[src/rtl/core/uue_pkg.sv]
// Shared types, constants and the fixed-text table for the uuencode line encoder.
// Used by uue_front, uue_queue, uue_back and the top level.
package uue_pkg;

    // Line length default and widths that cover the whole legal range (3 to 63)
    localparam int BPL_DEFAULT = 45;
    localparam int CNT_W       = 6;
    localparam int GRP_W       = 5;
    localparam int WORD_W      = 24;
    localparam int Q_DEPTH     = 2;

    // Fixed text: header at the start, trailer after it
    localparam int TXT_W     = 5;
    localparam int HDR_FIRST = 0;
    localparam int HDR_LAST  = 11;
    localparam int TRL_FIRST = 12;
    localparam int TRL_LAST  = 17;

    localparam logic [7:0] CH_SPACE = 8'h20;
    localparam logic [7:0] CH_QUOTE = 8'h60;
    localparam logic [7:0] CH_NL    = 8'h0a;

    typedef enum logic [1:0] {
        ACT_BEGIN   = 2'd0,
        ACT_DATA    = 2'd1,
        ACT_END     = 2'd2,
        ACT_TRAILER = 2'd3
    } t_action;

    typedef enum logic [1:0] {
        PH_IDLE  = 2'd0,
        PH_DATA  = 2'd1,
        PH_ENDED = 2'd2,
        PH_DONE  = 2'd3
    } t_phase;

    typedef enum logic [1:0] {
        K_HDR  = 2'd0,
        K_LINE = 2'd1,
        K_TRL  = 2'd2
    } t_kind;

    typedef enum logic [2:0] {
        B_IDLE,
        B_TEXT,
        B_LEN,
        B_GROUP,
        B_QUOTE,
        B_NL
    } t_bstate;

    typedef struct packed {
        logic [1:0] action;
        logic [7:0] data_byte;
    } t_in;

    typedef struct packed {
        logic [7:0] out_char;
        logic       last_of_run;
    } t_out;

    // Command handed from front to back
    typedef struct packed {
        t_kind            kind;
        logic             bank;
        logic [CNT_W-1:0] cnt;
        logic [GRP_W-1:0] ngrp;
        logic             empty;
    } t_cmd;

    // Group word write into the line store
    typedef struct packed {
        logic              en;
        logic              bank;
        logic [GRP_W-1:0]  word;
        logic [WORD_W-1:0] data;
    } t_wr;

    // Line store bank released by the back end
    typedef struct packed {
        logic valid;
        logic bank;
    } t_done;

    function automatic logic [7:0] txt_char(input logic [TXT_W-1:0] idx);
        logic [7:0] c;
        case (idx)
            5'd0:    c = 8'h62; // b
            5'd1:    c = 8'h65; // e
            5'd2:    c = 8'h67; // g
            5'd3:    c = 8'h69; // i
            5'd4:    c = 8'h6e; // n
            5'd5:    c = 8'h20;
            5'd6:    c = 8'h36; // 6
            5'd7:    c = 8'h36;
            5'd8:    c = 8'h36;
            5'd9:    c = 8'h20;
            5'd10:   c = 8'h2d; // -
            5'd11:   c = CH_NL;
            5'd12:   c = CH_QUOTE;
            5'd13:   c = CH_NL;
            5'd14:   c = 8'h65; // e
            5'd15:   c = 8'h6e; // n
            5'd16:   c = 8'h64; // d
            5'd17:   c = CH_NL;
            default: c = CH_NL;
        endcase
        return c;
    endfunction

endpackage

[src/rtl/core/uue_front.sv]
// Front end: accepts input transfers, tracks stream phase, packs bytes into group words.
// Depends on uue_pkg; writes the back end's line store and pushes commands to uue_queue.
module uue_front #(
    parameter int BYTES_PER_LINE = uue_pkg::BPL_DEFAULT
) (
    input  logic           i_clk,
    input  logic           i_rst_n,
    input  logic           i_valid,
    output logic           o_ready,
    input  uue_pkg::t_in   i_data,
    output logic           o_push,
    output uue_pkg::t_cmd  o_cmd,
    input  logic           i_q_full,
    output uue_pkg::t_wr   o_wr,
    input  uue_pkg::t_done i_done
);
    import uue_pkg::*;

    localparam logic [CNT_W-1:0] LINE_CNT = CNT_W'(BYTES_PER_LINE);

    t_phase           r_phase, n_phase;
    logic [CNT_W-1:0] r_cnt, n_cnt;
    logic [1:0]       r_pos, n_pos;
    logic [15:0]      r_part, n_part;
    logic [GRP_W-1:0] r_word, n_word;
    logic             r_wbank, n_wbank;
    logic             r_seen, n_seen;
    logic [1:0]       r_busy, n_busy;

    logic             accept;
    logic [CNT_W-1:0] cnt_inc;
    t_action          act;

    // Take an item only with room in the queue and a free bank to fill
    assign o_ready = !i_q_full && !r_busy[r_wbank];
    assign accept  = i_valid && o_ready;
    assign act     = t_action'(i_data.action);
    assign cnt_inc = r_cnt + CNT_W'(1);

    // Classify the accepted item and update the stream state
    always_comb begin
        n_phase = r_phase;
        n_cnt   = r_cnt;
        n_pos   = r_pos;
        n_part  = r_part;
        n_word  = r_word;
        n_wbank = r_wbank;
        n_seen  = r_seen;
        n_busy  = r_busy;
        o_push  = 1'b0;
        o_cmd   = '{kind: K_HDR, bank: r_wbank, cnt: r_cnt, ngrp: r_word, empty: 1'b0};
        o_wr    = '{en: 1'b0, bank: r_wbank, word: r_word, data: '0};

        if (i_done.valid) begin
            n_busy[i_done.bank] = 1'b0;
        end

        if (accept) begin
            unique case (act)
                ACT_BEGIN: begin
                    if (r_phase == PH_IDLE || r_phase == PH_DONE) begin
                        o_push     = 1'b1;
                        o_cmd.kind = K_HDR;
                        n_cnt      = '0;
                        n_pos      = '0;
                        n_word     = '0;
                        n_seen     = 1'b0;
                        n_phase    = PH_DATA;
                    end
                end
                ACT_DATA: begin
                    if (r_phase == PH_DATA) begin
                        n_seen = 1'b1;
                        n_cnt  = cnt_inc;
                        unique case (r_pos)
                            2'd1: begin
                                o_wr.data = {r_part[15:8], i_data.data_byte, 8'h00};
                                n_part[7:0] = i_data.data_byte;
                                n_pos = 2'd2;
                            end
                            2'd2: begin
                                o_wr.data = {r_part, i_data.data_byte};
                                n_pos = 2'd0;
                            end
                            default: begin
                                o_wr.data = {i_data.data_byte, 16'h0000};
                                n_part[15:8] = i_data.data_byte;
                                n_pos = 2'd1;
                            end
                        endcase
                        // Write the group word when full or when the line closes
                        if (r_pos == 2'd2 || cnt_inc == LINE_CNT) begin
                            o_wr.en = 1'b1;
                            n_word  = r_word + GRP_W'(1);
                        end
                        if (cnt_inc == LINE_CNT) begin
                            o_push          = 1'b1;
                            o_cmd.kind      = K_LINE;
                            o_cmd.cnt       = cnt_inc;
                            o_cmd.ngrp      = r_word + GRP_W'(1);
                            n_busy[r_wbank] = 1'b1;
                            n_wbank         = !r_wbank;
                            n_cnt           = '0;
                            n_pos           = '0;
                            n_word          = '0;
                        end
                    end
                end
                ACT_END: begin
                    if (r_phase == PH_DATA) begin
                        if (r_cnt != '0 || !r_seen) begin
                            o_push          = 1'b1;
                            o_cmd.kind      = K_LINE;
                            o_cmd.empty     = (r_cnt == '0);
                            o_cmd.ngrp      = (r_cnt == '0) ? GRP_W'(1) : r_word;
                            n_busy[r_wbank] = 1'b1;
                            n_wbank         = !r_wbank;
                        end
                        // Flush a partly filled group, zero padded
                        if (r_pos != 2'd0) begin
                            o_wr.en    = 1'b1;
                            o_wr.data  = (r_pos == 2'd1) ? {r_part[15:8], 16'h0000}
                                                         : {r_part, 8'h00};
                            o_cmd.ngrp = r_word + GRP_W'(1);
                        end
                        n_cnt   = '0;
                        n_pos   = '0;
                        n_word  = '0;
                        n_phase = PH_ENDED;
                    end
                end
                ACT_TRAILER: begin
                    if (r_phase == PH_ENDED) begin
                        o_push     = 1'b1;
                        o_cmd.kind = K_TRL;
                        n_phase    = PH_DONE;
                    end
                end
                default: begin
                end
            endcase
        end
    end

    always_ff @(posedge i_clk) begin
        if (!i_rst_n) begin
            r_phase <= PH_IDLE;
            r_cnt   <= '0;
            r_pos   <= '0;
            r_word  <= '0;
            r_wbank <= 1'b0;
            r_seen  <= 1'b0;
            r_busy  <= '0;
        end else begin
            r_phase <= n_phase;
            r_cnt   <= n_cnt;
            r_pos   <= n_pos;
            r_word  <= n_word;
            r_wbank <= n_wbank;
            r_seen  <= n_seen;
            r_busy  <= n_busy;
        end
    end

    always_ff @(posedge i_clk) begin
        r_part <= n_part;
    end

    // A line is never handed over from a bank still being read out
    a_line_bank_free: assert property (@(posedge i_clk) disable iff (!i_rst_n)
        o_push && o_cmd.kind == K_LINE |-> !r_busy[r_wbank])
        else $error("line pushed from a busy bank");

    // Group words are only written while data is being taken
    a_write_in_data: assert property (@(posedge i_clk) disable iff (!i_rst_n)
        o_wr.en |-> r_phase == PH_DATA)
        else $error("line store written outside data phase");

endmodule

[src/rtl/core/uue_queue.sv]
// Short command queue between front and back ends.
// Depends on uue_pkg for the command type and depth.
module uue_queue (
    input  logic          i_clk,
    input  logic          i_rst_n,
    input  logic          i_push,
    input  uue_pkg::t_cmd i_cmd,
    output logic          o_full,
    input  logic          i_pop,
    output logic          o_empty,
    output uue_pkg::t_cmd o_head
);
    import uue_pkg::*;

    localparam int QA_W = (Q_DEPTH > 1) ? $clog2(Q_DEPTH) : 1;
    localparam int QF_W = $clog2(Q_DEPTH + 1);

    t_cmd            r_mem [Q_DEPTH];
    logic [QA_W-1:0] r_wp, r_rp;
    logic [QF_W-1:0] r_fill;

    assign o_full  = (r_fill == QF_W'(Q_DEPTH));
    assign o_empty = (r_fill == '0);
    assign o_head  = r_mem[r_rp];

    // Advance pointers and fill count
    always_ff @(posedge i_clk) begin
        if (!i_rst_n) begin
            r_wp   <= '0;
            r_rp   <= '0;
            r_fill <= '0;
        end else begin
            if (i_push) begin
                r_wp <= (r_wp == QA_W'(Q_DEPTH - 1)) ? '0 : r_wp + QA_W'(1);
            end
            if (i_pop) begin
                r_rp <= (r_rp == QA_W'(Q_DEPTH - 1)) ? '0 : r_rp + QA_W'(1);
            end
            if (i_push && !i_pop) begin
                r_fill <= r_fill + QF_W'(1);
            end else if (i_pop && !i_push) begin
                r_fill <= r_fill - QF_W'(1);
            end
        end
    end

    always_ff @(posedge i_clk) begin
        if (i_push) begin
            r_mem[r_wp] <= i_cmd;
        end
    end

    a_no_overflow: assert property (@(posedge i_clk) disable iff (!i_rst_n)
        i_push |-> !o_full || i_pop)
        else $error("command queue overflow");

    a_no_underflow: assert property (@(posedge i_clk) disable iff (!i_rst_n)
        i_pop |-> !o_empty)
        else $error("command queue underflow");

endmodule

[src/rtl/core/uue_back.sv]
// Back end: pops commands, reads group words from the line store, emits characters.
// Depends on uue_pkg; holds the two-bank line store and the output register.
module uue_back #(
    parameter int BYTES_PER_LINE = uue_pkg::BPL_DEFAULT
) (
    input  logic           i_clk,
    input  logic           i_rst_n,
    input  logic           i_q_empty,
    input  uue_pkg::t_cmd  i_head,
    output logic           o_pop,
    input  uue_pkg::t_wr   i_wr,
    output uue_pkg::t_done o_done,
    output logic           o_valid,
    input  logic           i_ready,
    output uue_pkg::t_out  o_data
);
    import uue_pkg::*;

    localparam int GRP   = (BYTES_PER_LINE + 2) / 3;
    localparam int DEPTH = 2 * GRP;
    localparam int AW    = $clog2(DEPTH);

    t_bstate r_st, n_st;

    logic [WORD_W-1:0] r_mem [DEPTH];
    logic [WORD_W-1:0] r_rdata;

    logic [TXT_W-1:0] r_tidx, r_tlast;
    logic             r_bank;
    logic [CNT_W-1:0] r_cnt;
    logic [GRP_W-1:0] r_ngrp, r_gidx;
    logic [1:0]       r_cidx;
    logic             r_empty;

    logic             r_oval;
    t_out             r_odata;

    logic             adv;
    logic             last_grp;
    logic [7:0]       ch;
    logic             ch_last;
    logic             rd_en;
    logic [GRP_W-1:0] rd_word;
    logic [AW-1:0]    rd_addr, wr_addr;
    logic [5:0]       sextet;

    // Step when a character can go into the output register
    assign adv      = (r_st != B_IDLE) && (!r_oval || i_ready);
    assign last_grp = (r_gidx == r_ngrp - GRP_W'(1));
    assign o_valid  = r_oval;
    assign o_data   = r_odata;

    assign wr_addr = (i_wr.bank ? AW'(GRP) : '0) + AW'(i_wr.word);
    assign rd_addr = (r_bank ? AW'(GRP) : '0) + AW'(rd_word);

    // Next state
    always_comb begin
        n_st = r_st;
        unique case (r_st)
            B_IDLE: begin
                if (!i_q_empty) begin
                    n_st = (i_head.kind == K_LINE) ? B_LEN : B_TEXT;
                end
            end
            B_TEXT: begin
                if (adv && r_tidx == r_tlast) begin
                    n_st = B_IDLE;
                end
            end
            B_LEN: begin
                if (adv) begin
                    n_st = B_GROUP;
                end
            end
            B_GROUP: begin
                if (adv && r_cidx == 2'd3 && last_grp) begin
                    n_st = B_QUOTE;
                end
            end
            B_QUOTE: begin
                if (adv) begin
                    n_st = B_NL;
                end
            end
            B_NL: begin
                if (adv) begin
                    n_st = B_IDLE;
                end
            end
            default: n_st = B_IDLE;
        endcase
    end

    // Pick the six-bit field of the current group word
    always_comb begin
        unique case (r_cidx)
            2'd0:    sextet = r_rdata[23:18];
            2'd1:    sextet = r_rdata[17:12];
            2'd2:    sextet = r_rdata[11:6];
            default: sextet = r_rdata[5:0];
        endcase
        if (r_empty) begin
            sextet = '0;
        end
    end

    // Character, store read and bank release per state
    always_comb begin
        o_pop   = 1'b0;
        ch      = CH_NL;
        ch_last = 1'b0;
        rd_en   = 1'b0;
        rd_word = '0;
        o_done  = '{valid: 1'b0, bank: r_bank};
        unique case (r_st)
            B_IDLE: begin
                o_pop = !i_q_empty;
            end
            B_TEXT: begin
                ch      = txt_char(r_tidx);
                ch_last = (r_tidx == r_tlast);
            end
            B_LEN: begin
                ch      = CH_SPACE + {2'b00, r_cnt};
                rd_en   = adv;
                rd_word = '0;
            end
            B_GROUP: begin
                ch      = CH_SPACE + {2'b00, sextet};
                rd_en   = adv && r_cidx == 2'd3 && !last_grp;
                rd_word = r_gidx + GRP_W'(1);
            end
            B_QUOTE: begin
                ch = CH_QUOTE;
            end
            B_NL: begin
                ch           = CH_NL;
                ch_last      = 1'b1;
                o_done.valid = adv;
            end
            default: begin
            end
        endcase
    end

    always_ff @(posedge i_clk) begin
        if (!i_rst_n) begin
            r_st   <= B_IDLE;
            r_oval <= 1'b0;
        end else begin
            r_st <= n_st;
            if (adv) begin
                r_oval <= 1'b1;
            end else if (i_ready) begin
                r_oval <= 1'b0;
            end
        end
    end

    // Load a command, then walk text, groups and characters
    always_ff @(posedge i_clk) begin
        if (adv) begin
            r_odata <= '{out_char: ch, last_of_run: ch_last};
        end
        if (o_pop) begin
            r_bank  <= i_head.bank;
            r_cnt   <= i_head.cnt;
            r_ngrp  <= i_head.ngrp;
            r_empty <= i_head.empty;
            r_tidx  <= (i_head.kind == K_TRL) ? TXT_W'(TRL_FIRST) : TXT_W'(HDR_FIRST);
            r_tlast <= (i_head.kind == K_TRL) ? TXT_W'(TRL_LAST) : TXT_W'(HDR_LAST);
        end
        if (adv) begin
            unique case (r_st)
                B_TEXT: r_tidx <= r_tidx + TXT_W'(1);
                B_LEN: begin
                    r_gidx <= '0;
                    r_cidx <= '0;
                end
                B_GROUP: begin
                    r_cidx <= r_cidx + 2'd1;
                    if (r_cidx == 2'd3) begin
                        r_gidx <= r_gidx + GRP_W'(1);
                    end
                end
                default: begin
                end
            endcase
        end
    end

    // Line store: one write port from the front, one registered read port
    always_ff @(posedge i_clk) begin
        if (i_wr.en) begin
            r_mem[wr_addr] <= i_wr.data;
        end
        if (rd_en) begin
            r_rdata <= r_mem[rd_addr];
        end
    end

    a_group_in_range: assert property (@(posedge i_clk) disable iff (!i_rst_n)
        r_st == B_GROUP |-> r_gidx < r_ngrp)
        else $error("group index beyond line");

    a_release_ends_line: assert property (@(posedge i_clk) disable iff (!i_rst_n)
        o_done.valid |=> r_st == B_IDLE && r_oval && r_odata.last_of_run)
        else $error("bank released before line end");

endmodule

[src/rtl/core/uuencode_line_stream_encoder.sv]
// Top level of the uuencode line encoder: front end, command queue and back end.
// Depends on uue_pkg, uue_front, uue_queue and uue_back.
//
// Input channel (i_valid/o_ready, i_data): one action per transfer - begin, data
// byte, end of data or trailer. Out-of-order actions are taken and dropped.
// Output channel (o_valid/i_ready, o_data): one text character per transfer;
// last_of_run marks the final character caused by one input transfer.
// Data bytes are packed three to a 24-bit word into a two-bank line store, so one
// line is filled while the previous one is sent. Input transfers go at one per
// cycle until a line completes while the other bank is still being sent or the
// command queue is full. Output runs at one character per cycle while the
// receiver is ready, apart from the idle state in which each command is popped.
// The first character of a transfer passes the command queue, the back end's
// idle state and the output register. When the receiver stalls the output
// register holds, the back end stops, the queue fills and o_ready falls.
// Synchronous reset returns to the idle phase awaiting begin and empties queue
// and output; the line store is not cleared.
module uuencode_line_stream_encoder #(
    parameter int BYTES_PER_LINE = uue_pkg::BPL_DEFAULT
) (
    input  logic          i_clk,
    input  logic          i_rst_n,
    input  logic          i_valid,
    output logic          o_ready,
    input  uue_pkg::t_in  i_data,
    output logic          o_valid,
    input  logic          i_ready,
    output uue_pkg::t_out o_data
);
    import uue_pkg::*;

    logic  push, pop, q_full, q_empty;
    t_cmd  cmd, head;
    t_wr   wr;
    t_done done;

    uue_front #(
        .BYTES_PER_LINE(BYTES_PER_LINE)
    ) u_front (
        .i_clk   (i_clk),
        .i_rst_n (i_rst_n),
        .i_valid (i_valid),
        .o_ready (o_ready),
        .i_data  (i_data),
        .o_push  (push),
        .o_cmd   (cmd),
        .i_q_full(q_full),
        .o_wr    (wr),
        .i_done  (done)
    );

    uue_queue u_queue (
        .i_clk  (i_clk),
        .i_rst_n(i_rst_n),
        .i_push (push),
        .i_cmd  (cmd),
        .o_full (q_full),
        .i_pop  (pop),
        .o_empty(q_empty),
        .o_head (head)
    );

    uue_back #(
        .BYTES_PER_LINE(BYTES_PER_LINE)
    ) u_back (
        .i_clk    (i_clk),
        .i_rst_n  (i_rst_n),
        .i_q_empty(q_empty),
        .i_head   (head),
        .o_pop    (pop),
        .i_wr     (wr),
        .o_done   (done),
        .o_valid  (o_valid),
        .i_ready  (i_ready),
        .o_data   (o_data)
    );

endmodule

[config.mk]
export PLATFORM = sky130hd
export DESIGN_NAME = uuencode_line_stream_encoder
export DESIGN_NICKNAME = d
export VERILOG_FILES = /design/src/rtl/core/uue_pkg.sv /design/src/rtl/core/uue_front.sv /design/src/rtl/core/uue_queue.sv /design/src/rtl/core/uue_back.sv /design/src/rtl/core/uuencode_line_stream_encoder.sv
export SDC_FILE = /design/constraint.sdc
export NUM_CORES = 1
export LEC_CHECK = 0
export BUFFER_PORTS_ARGS = -buffer_cell sky130_fd_sc_hd__buf_2
export CORE_ASPECT_RATIO = 0.75
export CORE_MARGIN = 2
export CORE_UTILIZATION = 58
export DETAILED_ROUTE_END_ITERATION = 10
export HOLD_SLACK_MARGIN = 0.02
export PLACE_DENSITY_LB_ADDON = 0.15
export RECOVER_POWER = 50
export SETUP_SLACK_MARGIN = 0.3
export SLEW_MARGIN = 30
export SYNTH_ARGS = -nofsm -noshare
export SYNTH_HDL_FRONTEND = slang
export SYNTH_SLANG_ARGS = --single-unit
[constraint.sdc]
create_clock -name i_clk -period 5.1 [get_ports i_clk]
set_clock_uncertainty 0.15 [all_clocks]
set_input_delay 1.02 -clock i_clk [delete_from_list [all_inputs] [get_ports i_clk]]
set_output_delay 1.02 -clock i_clk [all_outputs]
set_load 0.03 [all_outputs]
==> impl_metrics.csv <==
group,metric,value,unit
run_status,status,"finished with violations",
run_status,violations,"max-capacitance violations, max-slew violations",
sta,fin_tns_setup,0,ns
cts,root_buffer,"clkbuf_16",
route,drt-initial-drc-count,2245,
sta,max_freq,213.8,MHz
cells_and_area,area_delta_synth_final,12.23,%
power,power.leakage,11.89,nW
worst_setup_path,crit_start,"u_back.r_st[1]",
place,dp.final_hpwl,47360,um
synth,syn_inst,1730,
cts,cts_buffer_depth,3,
sta,hold_violations,0,
power,clock_power_share,32.7,%
place,pre_cts_ws,0.5894,ns
worst_hold_path,hp-class,"flip-flop to flip-flop",
global_route,grt_max_degree,68,
power,p_sw_share,26.56,%
power,p_per_area,463.0,nW/um2
power,peakVddDrop,0.3317,mV
route,drc,0,
worst_setup_path,r2r-start,"u_back.r_st[1]",
synth,avgSynthCellArea,20.16,um2
route,firstDrtPassIters,5,
global_route,grt_usage,27.68,%
route,drt-total-wl,83830,um
route,wire_per_inst,31.19,um
route,vias,17800,
cts,cts_tree,"done",
synth,syn-num-nets,1784,
synth,synth-edff-count,820,
synth,synth_area,34870,um2
global_route,antenna_found_initial,0,
sta,fin_crit_sh,91.69,%
cts,ctsHoldBuffers,0,
place,place.gp.congestion,0.8612,
cts,cts_buffers,79,
sta,min_period,4.676,ns
sta,rsz0062_at_grt,"no",
sta,setup_viol,0,
place,postPlaceCellArea,36770,um2
floorplanning,start_util,58.96,%
cells_and_area,utilization,66.17,%
power,power,18.12,mW
sta,tightest_slew,2.271,ns
cts,postCtsSetupBuffers,0,
worst_setup_path,regToRegSetupSlack,0.42,ns
power,seq_power_share,45.0,%
worst_setup_path,cp.required,5.33,ns
cts,clk_pin_slew,0.06,ns
cells_and_area,finalInstanceArea,39140,um2
cts,ctsResizeCount,0,
power,combPwrFrac,22.3,%
synth,ys.flop_type,"edfxtp_1",
cts,h-tree-depth,3,
cells_and_area,nets,1891,
synth,ys_warn_count,0,
global_route,grt_pass1_wl,120700,um
power,internal_power,13.31,mW
synth,ys_seq_area_share,72.90,%
job,cap_violations,2,
global_route,first_global_vias,17390,
cts,clk_latency,0.63,ns
cts,cts_sinks,860,
cells_and_area,n_antenna_cell,0,
route,antenna_left,0,
worst_setup_path,crit_type,"flip-flop to flip-flop",
sta,setup_slack,0.4236,ns
synth,synthArstFlopShare,0,%
floorplanning,die_w,287.1,um
floorplanning,die_h,216.4,um
cells_and_area,layout-drive-gt1-share,24.92,%
power,switching_power,4.813,mW
floorplanning,core,59150,um2
floorplanning,num_rows,77,
global_route,grt_overflow,0,
synth,ys_types,83,
floorplanning,ioPinCount,25,
cells_and_area,fillers,3857,
worst_setup_path,crit_path_start_kind,"flip-flop",
sta,slew_violations,30,
worst_setup_path,critPathCaptureType,"flip-flop",
worst_setup_path,worstPathArrival,4.91,ns
sta,slew_headroom,-51.43,%
synth,ys_ff_latch,860,
worst_setup_path,path_max_fanout,40,
worst_hold_path,worstHoldStart,"u_front.r_phase[0]",
route,routed_via_density,6.623,
place,port_buffers,23,
floorplanning,die_area,62130,um2
==> worst max-delay path: stages, from the launching register on <==
cell and delay, ns:
dfxtp_1 0.54, inv_1 0.23, nor2_1 0.34, nand2_1 0.22
nor2_1 0.30, ha_4 0.20, fa_4 0.92, buf_4 0.39
mux4_2 0.32, mux4_2 0.49, mux2_2 0.27
==> cell usage in the layout (no fill, tap or decap), types with 10 or more instances in the layout <==
cell,n
edfxtp_1,820
mux2_2,47
xnor2_1,13
nand2b_1,13
mux2_4,11
nor2_1,42
ha_1,37
clkbuf_16,80
clkinv_2,11
nand2_1,47
nor3_1,21
buf_4,25
mux4_1,17
a22o_1,15
dfxtp_1,40
clkbuf_1,57
bufinv_16,10
nand3_1,31
clkinv_1,19
inv_1,41
o21ai_0,17
buf_12,31
mux4_2,199
a21oi_1,42
nor2_4,30
==> power groups by stage <==
stage / clock network (mW) / registers (mW) / logic, mW
after floorplan: 0 / 8.25 / 3.19
after global placement: 0 / 8.29 / 4.06
after detailed placement: 0 / 8.29 / 4.11
after CTS: 6.01 / 8.14 / 4.13
after global routing: 6.27 / 8.17 / 4.33
final: 5.93 / 8.15 / 4.05
==> metal layers <==
layer | track usage (%) | share of wire, %
met1 | 41.68 | 41
met4 | 7.049 | 2.3
met5 | 0 | 0
met2 | 41.34 | 47
met3 | 6.737 | 9.7
==> metrics by stage <==
step           hold WS, ns  instances
6_report            0.3371       2688
5_1_grt             0.3470       2688
4_1_cts             0.3342       2688
3_5_place_dp        0.3258       2546
3_3_place_gp        0.3045       2546
2_1_floorplan       0.2960       1730
==> synth_stat cells (5+ instances only) <==
library cell	count	area, um2
buf_4	5	37.54
a22oi_1	6	45.04
inv_1	37	138.9
clkbuf_1	35	131.4
nor2_1	69	259.0
and3_1	7	43.79
inv_2	5	18.77
o211ai_1	7	52.55
o21a_1	6	45.04
nand2_1	47	176.4
nor3_1	20	100.1
dfxtp_1	40	800.8
o21ai_0	17	85.08
o22ai_1	8	50.05
mux2_4	11	165.2
a21o_1	6	45.04
a31oi_1	7	43.79
a21oi_1	42	210.2
nand3_1	30	150.1
buf_6	13	146.4
buf_2	11	55.05
a22o_1	15	131.4
a222oi_1	6	60.06
ha_1	38	475.5
mux4_2	199	4482
xor2_1	8	70.07
mux4_1	17	446.7
a211oi_1	5	37.54
nand2b_1	13	81.33
mux2_2	52	585.6
buf_1	9	33.78
a21boi_0	6	45.04
and2_1	15	93.84
edfxtp_1	820	24620
xnor2_1	16	140.1
==> cell families (layout without fill, tap and decap cells) <==
logic type / count (synthesis) / in the layout / share of synthesized area [%]
AOI/OAI and AO/OA: 159 / 159 / 3.164
xor gates and xnor gates: 24 / 24 / 0.6027
adders and majority gates: 41 / 41 / 1.507
buffers and inverters: 121 / 289 / 1.880
DFF: 860 / 860 / 72.90
muxes: 284 / 284 / 16.44
other: 1 / 1 / 0.01075
and+or+nand+nor: 240 / 240 / 3.494
==> layout make-up <==
type                    count  area [um2]  area share (%)
flip-flops and latches    860       25420           64.96
repair buffers            104       993.5           2.538
well taps                 790       988.4           2.525
clock buffers              94        2064           5.275
multi-input cells         749        9004           23.00
inverters                  43       161.4          0.4124
clock inverters            48       504.2           1.288
==> state kept, by name (all words and copies together) (netlist names), 2 cells and up, named ones only <==
| signal | count |
|---|---|
| u_back.r_tlast | 2 |
| u_back.r_cnt | 6 |
| u_front.r_busy | 2 |
| u_back.r_ngrp | 5 |
| u_queue.r_mem | 30 |
| u_back.r_st | 3 |
| u_back.r_rdata | 24 |
| u_back.r_cidx | 2 |
| u_back.r_gidx | 5 |
| u_back.r_mem | 720 |
| u_front.r_part | 16 |
| u_front.r_pos | 2 |
| u_front.r_cnt | 6 |
| u_front.r_word | 5 |
| u_back.o_data | 8 |
| u_front.r_phase | 2 |
| u_back.r_tidx | 5 |
| u_queue.r_fill | 2 |
==> worst paths after layout <==
| path | depth (start not counted) | to |
|---|---|---|
| worst max-delay path | 10 | u_back.r_rdata[23] |
| worst min-delay path | 2 | u_front.r_phase[0] |
| worst max register to register | 10 | u_back.r_rdata[23] |
| worst min register to register | 2 | u_front.r_phase[0] |
Power figures use the tool's default switching activity.
